===== src/sv/tbpc_pkg.sv =====
// Shared types and codes for the two-button press classifier.
package tbpc_pkg;

  // Result item codes
  typedef enum logic [2:0] {
    EV_NONE         = 3'd0,
    EV_MODE_SHORT   = 3'd1,
    EV_MODE_LONG    = 3'd2,
    EV_POWER_SHORT  = 3'd3,
    EV_POWER_TOGGLE = 3'd4
  } event_t;

  // Configuration register indexes
  localparam int unsigned CfgIdxW = 2;
  localparam logic [CfgIdxW-1:0] CFG_DEBOUNCE = 2'd0;
  localparam logic [CfgIdxW-1:0] CFG_HOLD     = 2'd1;

  localparam int unsigned CfgW  = 16;
  localparam int unsigned TimeW = 32;

  localparam logic [CfgW-1:0] DEBOUNCE_RESET = 16'd50;
  localparam logic [CfgW-1:0] HOLD_RESET     = 16'd5000;

  // Button tracking state carried between items
  typedef struct packed {
    logic             prev_power;
    logic             prev_mode;
    logic [TimeW-1:0] power_start;
    logic [TimeW-1:0] mode_start;
    logic             fired;
  } btn_state_t;

endpackage


===== src/sv/two_button_press_classifier_unit.sv =====
// Top level of the two-button press classifier.
// Input channel: one item per tick carries the active-low levels of the
// power and mode buttons and a wrapping millisecond timestamp (now_ms).
// Output channel: exactly one result item per input item, event_res:
// none, mode short, mode long, power short or power toggle.
// Both channels use valid/stall; an item moves when valid is high and
// stall is low.
// Structure: input register -> classifier logic -> result register.
// An accepted input item passes through the input register into the result
// register, where it is shown until it is taken; one item is taken every
// cycle while the result side keeps up. The button state is updated as an
// item passes into the result register, so back-to-back items see each
// other's effect.
// When the receiver stalls, the result holds; the input register still
// fills, and only once both stages hold an item does in_stall go high.
// Reset (rst, synchronous) empties both stages, releases both buttons,
// clears the press times and the fired flag, and loads debounce_ms = 50
// and hold_ms = 5000. cfg_wr_en writes cfg_data into the register chosen
// by cfg_index (0 debounce, 1 hold); other indexes are ignored. Write only
// while the block is idle.
module two_button_press_classifier_unit (
  input  logic                           clk,
  input  logic                           rst,
  input  logic                           in_valid,
  output logic                           in_stall,
  input  logic                           power_level,
  input  logic                           mode_level,
  input  logic [tbpc_pkg::TimeW-1:0]     now_ms,
  output logic                           out_valid,
  input  logic                           out_stall,
  output logic [2:0]                     event_res,
  input  logic                           cfg_wr_en,
  input  logic [tbpc_pkg::CfgIdxW-1:0]   cfg_index,
  input  logic [tbpc_pkg::CfgW-1:0]      cfg_data
);
  import tbpc_pkg::*;

  // configuration registers
  logic [CfgW-1:0]  debounce_ms;
  logic [CfgW-1:0]  hold_ms;

  // input register stage
  logic             s1_valid;
  logic             s1_power;
  logic             s1_mode;
  logic [TimeW-1:0] s1_now;

  // button state and classifier outputs
  btn_state_t       st;
  btn_state_t       st_next;
  event_t           ev_next;
  event_t           ev;

  logic             out_take;   // result register can load this cycle
  logic             s1_move;    // item leaves input register
  logic             in_take;    // item accepted

  assign out_take = !out_valid || !out_stall;
  assign s1_move  = s1_valid && out_take;
  assign in_stall = s1_valid && !out_take;
  assign in_take  = in_valid && !in_stall;

  always_ff @(posedge clk) begin
    if (rst) begin
      debounce_ms <= DEBOUNCE_RESET;
      hold_ms     <= HOLD_RESET;
    end else if (cfg_wr_en) begin
      unique case (cfg_index)
        CFG_DEBOUNCE: debounce_ms <= cfg_data;
        CFG_HOLD:     hold_ms     <= cfg_data;
        default: ;
      endcase
    end
  end

  // input register: payload needs no reset
  always_ff @(posedge clk) begin
    if (rst) begin
      s1_valid <= 1'b0;
    end else if (in_take) begin
      s1_valid <= 1'b1;
    end else if (s1_move) begin
      s1_valid <= 1'b0;
    end
  end

  always_ff @(posedge clk) begin
    if (in_take) begin
      s1_power <= power_level;
      s1_mode  <= mode_level;
      s1_now   <= now_ms;
    end
  end

  tbpc_classify u_classify (
    .st          (st),
    .debounce_ms (debounce_ms),
    .hold_ms     (hold_ms),
    .power_level (s1_power),
    .mode_level  (s1_mode),
    .now_ms      (s1_now),
    .st_next     (st_next),
    .event_res   (ev_next)
  );

  // button state moves on only as an item is classified
  always_ff @(posedge clk) begin
    if (rst) begin
      st.prev_power  <= 1'b1;
      st.prev_mode   <= 1'b1;
      st.power_start <= '0;
      st.mode_start  <= '0;
      st.fired       <= 1'b0;
    end else if (s1_move) begin
      st <= st_next;
    end
  end

  // result register
  always_ff @(posedge clk) begin
    if (rst) begin
      out_valid <= 1'b0;
    end else if (out_take) begin
      out_valid <= s1_valid;
    end
  end

  always_ff @(posedge clk) begin
    if (s1_move) begin
      ev <= ev_next;
    end
  end

  assign event_res = ev;

endmodule


===== src/sv/tbpc_classify.sv =====
// Combinational press classification: next button state and event code.
module tbpc_classify (
  input  tbpc_pkg::btn_state_t           st,
  input  logic [tbpc_pkg::CfgW-1:0]      debounce_ms,
  input  logic [tbpc_pkg::CfgW-1:0]      hold_ms,
  input  logic                           power_level,
  input  logic                           mode_level,
  input  logic [tbpc_pkg::TimeW-1:0]     now_ms,
  output tbpc_pkg::btn_state_t           st_next,
  output tbpc_pkg::event_t               event_res
);
  import tbpc_pkg::*;

  logic [TimeW-1:0] mode_held;
  logic [TimeW-1:0] power_held;
  logic [TimeW-1:0] deb_w;
  logic [TimeW-1:0] hold_w;
  logic             mode_press;
  logic             mode_rel;
  logic             mode_ev;
  logic             pwr_press;
  logic             pwr_rel;

  assign deb_w      = TimeW'(debounce_ms);
  assign hold_w     = TimeW'(hold_ms);
  assign mode_held  = now_ms - st.mode_start;
  assign power_held = now_ms - st.power_start;
  assign mode_press = !mode_level && st.prev_mode;
  assign mode_rel   = mode_level && !st.prev_mode;
  assign mode_ev    = mode_rel && (mode_held >= deb_w);
  assign pwr_press  = !power_level && st.prev_power;
  assign pwr_rel    = power_level && !st.prev_power;

  always_comb begin
    st_next           = st;
    event_res         = EV_NONE;
    st_next.prev_mode = mode_level;
    if (mode_press) begin
      st_next.mode_start = now_ms;
    end
    if (mode_ev) begin
      // power side is skipped entirely on a mode event
      event_res = (mode_held >= hold_w) ? EV_MODE_LONG : EV_MODE_SHORT;
    end else begin
      st_next.prev_power = power_level;
      if (pwr_press) begin
        st_next.power_start = now_ms;
        st_next.fired       = 1'b0;
      end else if (pwr_rel) begin
        if (power_held >= deb_w && !st.fired) begin
          if (power_held >= hold_w) begin
            st_next.fired = 1'b1;
            event_res     = EV_POWER_TOGGLE;
          end else begin
            event_res = EV_POWER_SHORT;
          end
        end
      end else if (!power_level && !st.fired && power_held >= hold_w) begin
        st_next.fired = 1'b1;
        event_res     = EV_POWER_TOGGLE;
      end
    end
  end

endmodule


===== config.mk =====
export PLATFORM = sky130hd
export DESIGN_NAME = two_button_press_classifier_unit
export DESIGN_NICKNAME = d
export VERILOG_FILES = /design/src/sv/tbpc_pkg.sv /design/src/sv/two_button_press_classifier_unit.sv /design/src/sv/tbpc_classify.sv
export SDC_FILE = /design/constraint.sdc
export NUM_CORES = 1
export LEC_CHECK = 0
export BUFFER_PORTS_ARGS = -buffer_cell sky130_fd_sc_hd__clkbuf_2
export CAP_MARGIN = 40
export CORE_MARGIN = 2
export CORE_UTILIZATION = 66
export DETAILED_ROUTE_END_ITERATION = 7
export GPL_TIMING_DRIVEN = 0
export HOLD_SLACK_MARGIN = 0.1
export PLACE_DENSITY = 0.89
export SLEW_MARGIN = 20
export SYNTH_ARGS = -nofsm -noshare
export SYNTH_HDL_FRONTEND = slang
export SYNTH_HIERARCHICAL = 1
export SYNTH_SLANG_ARGS = --single-unit

===== constraint.sdc =====
create_clock -name clk -period 10.7 [get_ports clk]
set_input_delay 1.605 -clock clk [delete_from_list [all_inputs] [get_ports clk]]
set_output_delay 1.605 -clock clk [all_outputs]
set_load 0.005 [all_outputs]

==> out/metrics.sh <==
STATUS='finished with violations'
FAILED_CHECKS='DRC'
CTS_REPAIR_RESIZE_COUNT=0
CRIT_PATH_END_KIND='flip-flop'
FINCLKSKEW_PS=9.481
TIMING.REG2REG.SETUP_SLACK_PS=5480
POWER.LEAKAGE_uW=0.005292
CTS_SETUP_BUFFERS=0
SEQUENTIALPOWERSHARE_PCT=34.1
SETUP_TNS_PS=0
FINAL_CRITICAL_DELAY_INCLUDING_SETUP_AND_EXTERNAL_DELAYS_PS=5222
SYNTHESIS.NETS=1606
YOSYS.AREA_SHARE.ADDER_PCT=13.41
FINAL_CORE_UTILIZATION_PCT=74.08
START_UTIL_PCT=67.12
RSZ_0062_RAISED_AFTER_GLOBAL_ROUTING='false'
FINALSETUPVIOLCOUNT=0
YOSYS_WARNINGS=6
WIRELENGTH_MM=32.64
CRIT_ARRIVAL_PS=5530
TIMING_HOLD_VIOLATIONS_FINAL=0
PLACED_WIRE_LENGTH_ESTIMATE_AFTER_DETAILED_PLACEMENT_MM=25.28
GRT_START_MAX_NET_PINS=22
YOSYS_MOST_USED_DFF='sky130_fd_sc_hd__dfxtp_1'
TIMING.HOLD.WORST.START='st[31]'
GR-TOTAL-OVERFLOW=0
FILLERS=1315
SYNTHESIS.INSTANCES=1421
TIMING.SETUP.CRITICAL_PATH_CLASS='flip-flop to flip-flop'
TIMING.HOLD.WORST_PATH_DEPTH=2
CELLINTERNALPOWER_uW=1162
SIMPLE_LOGIC_CELL_FRACTION_OF_THE_SYNTHESIZED_AREA_PCT=20.82
GRT.TOTAL_USAGE_PCT=33.61
COUNT_OF_ANTENNA_VIOLATING_NETS_LEFT_AFTER_DETAILED_ROUTING=0
ROOT_BUFFER='sky130_fd_sc_hd__clkbuf_16'
NNETSFINAL=1686
HOLDBUFCOUNTCTS=0
CLOCK_PATH_BUFFERS=2
CAPTURING_POINT_OF_THE_WORST_REG2REG_PATH='st[56]'
YOSYS.AREA_SHARE.XOR_XNOR_PCT=3.341
YS_TYPES=72
POST_SYN_AREA_PER_CELL_UM2=8.485
GRT_PASS1_VIAS=10610
TRITONCTS='done'
YS_FF_LATCH=138
IO_BUFFER_COUNT=60
WORST_SKEW_PAIR.LATE_LATENCY_PS=430
DETAIL_ROUTE.DRC_VIOLATIONS=1
POWER.SWITCHING_uW=543.5
SYNTH-COMPOUND-AREA-SHARE_PCT=17.18
MAXCAPVIOLCOUNT=0
TIMING.FINAL.MAX_SLEW_VIOLATIONS=0
PIN_COUNT=62
MAXIMUM_VDD_IR_DROP_mV=0.1821
POWERDENSITY_nW_PER_UM2=128.2
GRT_ANTENNA_BEFORE_REPAIR=0
SHARE_CLK_OF_TOTAL_POWER_PCT=36.7
CORE.ROWCOUNT=49
WIRE_LENGTH_OF_THE_FIRST_GLOBAL_ROUTING_PASS_MM=52.54
FINAL_LAYOUT_SIZE_SUFFIX_GT1_SHARE_PCT=10.30
P_COMB_SHARE_PCT=29.2
CLOCK.FMAX_GHz=0.1915
HOLD-PATH-ENDPOINT='st[31]'
SYNTH_MUX_AREA_SHARE_PCT=12.70
SWITCHING_PART_OF_THE_TOTAL_POWER_PCT=31.86
NUMCTSBUFFERS=17
DIE_HEIGHT_UM=139.2
HOLD_REMOVAL_PATH_CLASS='flip-flop to flip-flop'
SYNTH-EDFF-COUNT=37
SYNTH_TOP_FAMILY_BY_AREA='simple AND/OR/NAND/NOR gates'
AREAGROWTHSYNTHTOFINISH_PCT=10.36
SYNTH.YOSYS.SEQ_AREA_SHARE_PCT=25.98
CTS.HTREE.LEVELS=4
TIGHTESTPINTRANSITION_PS=701.6
SYNTH_ASYNC_SR_FLOP_SHARE_PCT=0
AVGVIACOUNTPERCELL=6.242
PLACEABLECOREAREA_UM2=17960
DIEAREA_UM2=19370
ANTENNADIODECOUNT=0
CLK_PIN_SLEW_PS=60
NUM_VIAS=10880
DIE_W_UM=139.2
CRIT_PATH_MAX_FANOUT=10
SUMMED_INSTANCE_AREA_OF_THE_SYNTHESIZED_NETLIST_UM2=12060
POST_DRT_WL_PER_CELL_UM=18.72
CTS_SINKS=138
MIN_PERIOD_OVER_PERIOD_PCT=48.80
GP_CONGESTION=1.003
REGISTER_TO_REGISTER_PATH_DEPTH=20
CRIT_REQUIRED_PS=11010
WORSTSETUPSTARTPOINTTYPE='flip-flop'
TIMING.SLEW.HEADROOM_PCT=53.23
DETAIL_ROUTE.FIRST_PASS.ITERATIONS=8
REGTOREGSTARTPOINT='s1_now[10]'
INITIALDRTVIOLATIONCOUNT=860
## worst max-delay path, cell delays in order, from the launching register on
cell and delay, ps:
sky130_fd_sc_hd__edfxtp_1 500, sky130_fd_sc_hd__ha_1 350, sky130_fd_sc_hd__clkbuf_1 350, sky130_fd_sc_hd__nand4_1 130, sky130_fd_sc_hd__o211ai_1 400, sky130_fd_sc_hd__nor2b_1 170
sky130_fd_sc_hd__a21oi_1 250, sky130_fd_sc_hd__nor2_1 80, sky130_fd_sc_hd__xnor2_1 160, sky130_fd_sc_hd__ha_1 310, sky130_fd_sc_hd__nand4_1 160, sky130_fd_sc_hd__nor4_1 470
sky130_fd_sc_hd__a221oi_1 180, sky130_fd_sc_hd__o2111ai_1 140, sky130_fd_sc_hd__o31a_1 400, sky130_fd_sc_hd__or2_1 180, sky130_fd_sc_hd__buf_6 180, sky130_fd_sc_hd__buf_6 230
sky130_fd_sc_hd__mux2_4 310, sky130_fd_sc_hd__nand2b_1 80, sky130_fd_sc_hd__mux2i_1 80
## power groups by stage
stage               clock network, uW  registers, uW  logic [uW]
floorplan                           0            584         361
CTS                               631            581         486
finish                            627            581         498
global placement                    0            590         464
detailed placement                  0            591         481
global route                      655            583         546
## Yosys cell counts (5+ instances only)
cell	instances	area (um2)
sky130_fd_sc_hd__o2111ai_1	6	52.55
sky130_fd_sc_hd__nand2b_1	187	1170
sky130_fd_sc_hd__dfxtp_1	101	2022
sky130_fd_sc_hd__a2111o_1	5	56.30
sky130_fd_sc_hd__o21bai_1	5	37.54
sky130_fd_sc_hd__nor2_1	69	259.0
sky130_fd_sc_hd__mux2_2	8	90.09
sky130_fd_sc_hd__ha_1	126	1577
sky130_fd_sc_hd__a21o_1	30	225.2
sky130_fd_sc_hd__o21ai_0	88	440.4
sky130_fd_sc_hd__mux2_4	28	420.4
sky130_fd_sc_hd__edfxtp_1	37	1111
sky130_fd_sc_hd__inv_1	111	416.7
sky130_fd_sc_hd__o211ai_1	12	90.09
sky130_fd_sc_hd__nor2b_1	10	62.56
sky130_fd_sc_hd__o21a_1	7	52.55
sky130_fd_sc_hd__a2111oi_0	10	87.58
sky130_fd_sc_hd__clkbuf_1	48	180.2
sky130_fd_sc_hd__a21oi_1	86	430.4
sky130_fd_sc_hd__nor3_1	10	50.05
sky130_fd_sc_hd__or3_1	8	50.05
sky130_fd_sc_hd__xor2_1	18	157.7
sky130_fd_sc_hd__buf_2	8	40.04
sky130_fd_sc_hd__o31ai_1	9	67.56
sky130_fd_sc_hd__nand3_1	19	95.09
sky130_fd_sc_hd__nor4_1	7	43.79
sky130_fd_sc_hd__buf_4	5	37.54
sky130_fd_sc_hd__xnor2_1	28	245.2
sky130_fd_sc_hd__nand4_1	31	193.9
sky130_fd_sc_hd__nand2_1	98	367.9
sky130_fd_sc_hd__mux2i_1	102	1021
sky130_fd_sc_hd__a211oi_1	16	120.1
sky130_fd_sc_hd__buf_6	6	67.56
## metrics by stage
stage / worst slack (ps) / cells / instance area, um2 / total power [uW] / hold slack (ps)
2_1_floorplan: 6460 / 1421 / 12060 / 944.5 / 448.7
3_3_place_gp: 5693 / 1710 / 12640 / 1054 / 457.5
3_5_place_dp: 5566 / 1711 / 12680 / 1072 / 461.3
4_1_cts: 5567 / 1743 / 13310 / 1697 / 478.2
5_1_grt: 5314 / 1743 / 13310 / 1784 / 496.7
6_report: 5478 / 1743 / 13310 / 1706 / 472.4
## cell families (layout without fill, tap and decap cells)
logic type,Yosys count,count (layout)
AO/OA/AOI/OAI,322,322
flip-flops,138,138
multiplexers,138,138
buffers and inverters,182,275
AND/OR/NAND/NOR,467,467
XOR/XNOR,46,46
adder cells (fa/ha/maj),128,128
## registers in the layout (all words and copies together) (netlist names)
| name | flops |
|---|---|
| event_res | 3 |
| s1_mode | 1 |
| s1_power | 1 |
| debounce_ms | 16 |
| s1_now | 32 |
| out_valid | 1 |
| st | 67 |
| s1_valid | 1 |
| hold_ms | 16 |
## worst max path at each step
stage	end	depth (start not counted)	from	slack [ps]
finish	st[56]	20	s1_now[10]	5480
global route	st[62]	22	s1_now[0]	5310
CTS	st[62]	20	s1_now[10]	5570
detailed placement	st[62]	20	s1_now[10]	5570
global placement	st[56]	20	s1_now[10]	5690
floorplan	st[55]	22	s1_now[0]	6460
## layout make-up
cell class / count / area [um2] / share of cell area, %
buffer: 71 / 375.4 / 2.821
clock buffer: 23 / 490.5 / 3.686
clock inverter: 9 / 136.4 / 1.025
inverter: 111 / 416.7 / 3.131
multi-input combinational: 1101 / 8140 / 61.18
sequential: 138 / 3133 / 23.54
tap: 229 / 286.5 / 2.153
timing repair buffer: 61 / 327.8 / 2.464
## per-layer routing
layer / part of all wire (%) / GRT usage, % / vias up
met4: 3.9 / 14.62 / 0
met5: 0 / 0 / -
met1: 43 / 43.43 / 5102
met3: 7.8 / 6.215 / 77
li1: - / - / 5212
met2: 45 / 55.20 / 489
## layout by cell type, fill, tap and decap left out, types with 30 or more instances in the layout
cell,instances
sky130_fd_sc_hd__inv_1,111
sky130_fd_sc_hd__a21oi_1,86
sky130_fd_sc_hd__nand2_1,98
sky130_fd_sc_hd__clkbuf_1,52
sky130_fd_sc_hd__o21ai_0,88
sky130_fd_sc_hd__edfxtp_1,37
sky130_fd_sc_hd__mux2i_1,102
sky130_fd_sc_hd__nand4_1,31
sky130_fd_sc_hd__clkbuf_2,61
sky130_fd_sc_hd__ha_1,126
sky130_fd_sc_hd__a21o_1,30
sky130_fd_sc_hd__nor2_1,68
sky130_fd_sc_hd__dfxtp_1,101
sky130_fd_sc_hd__nand2b_1,187
(Power assumes the default switching activity.)
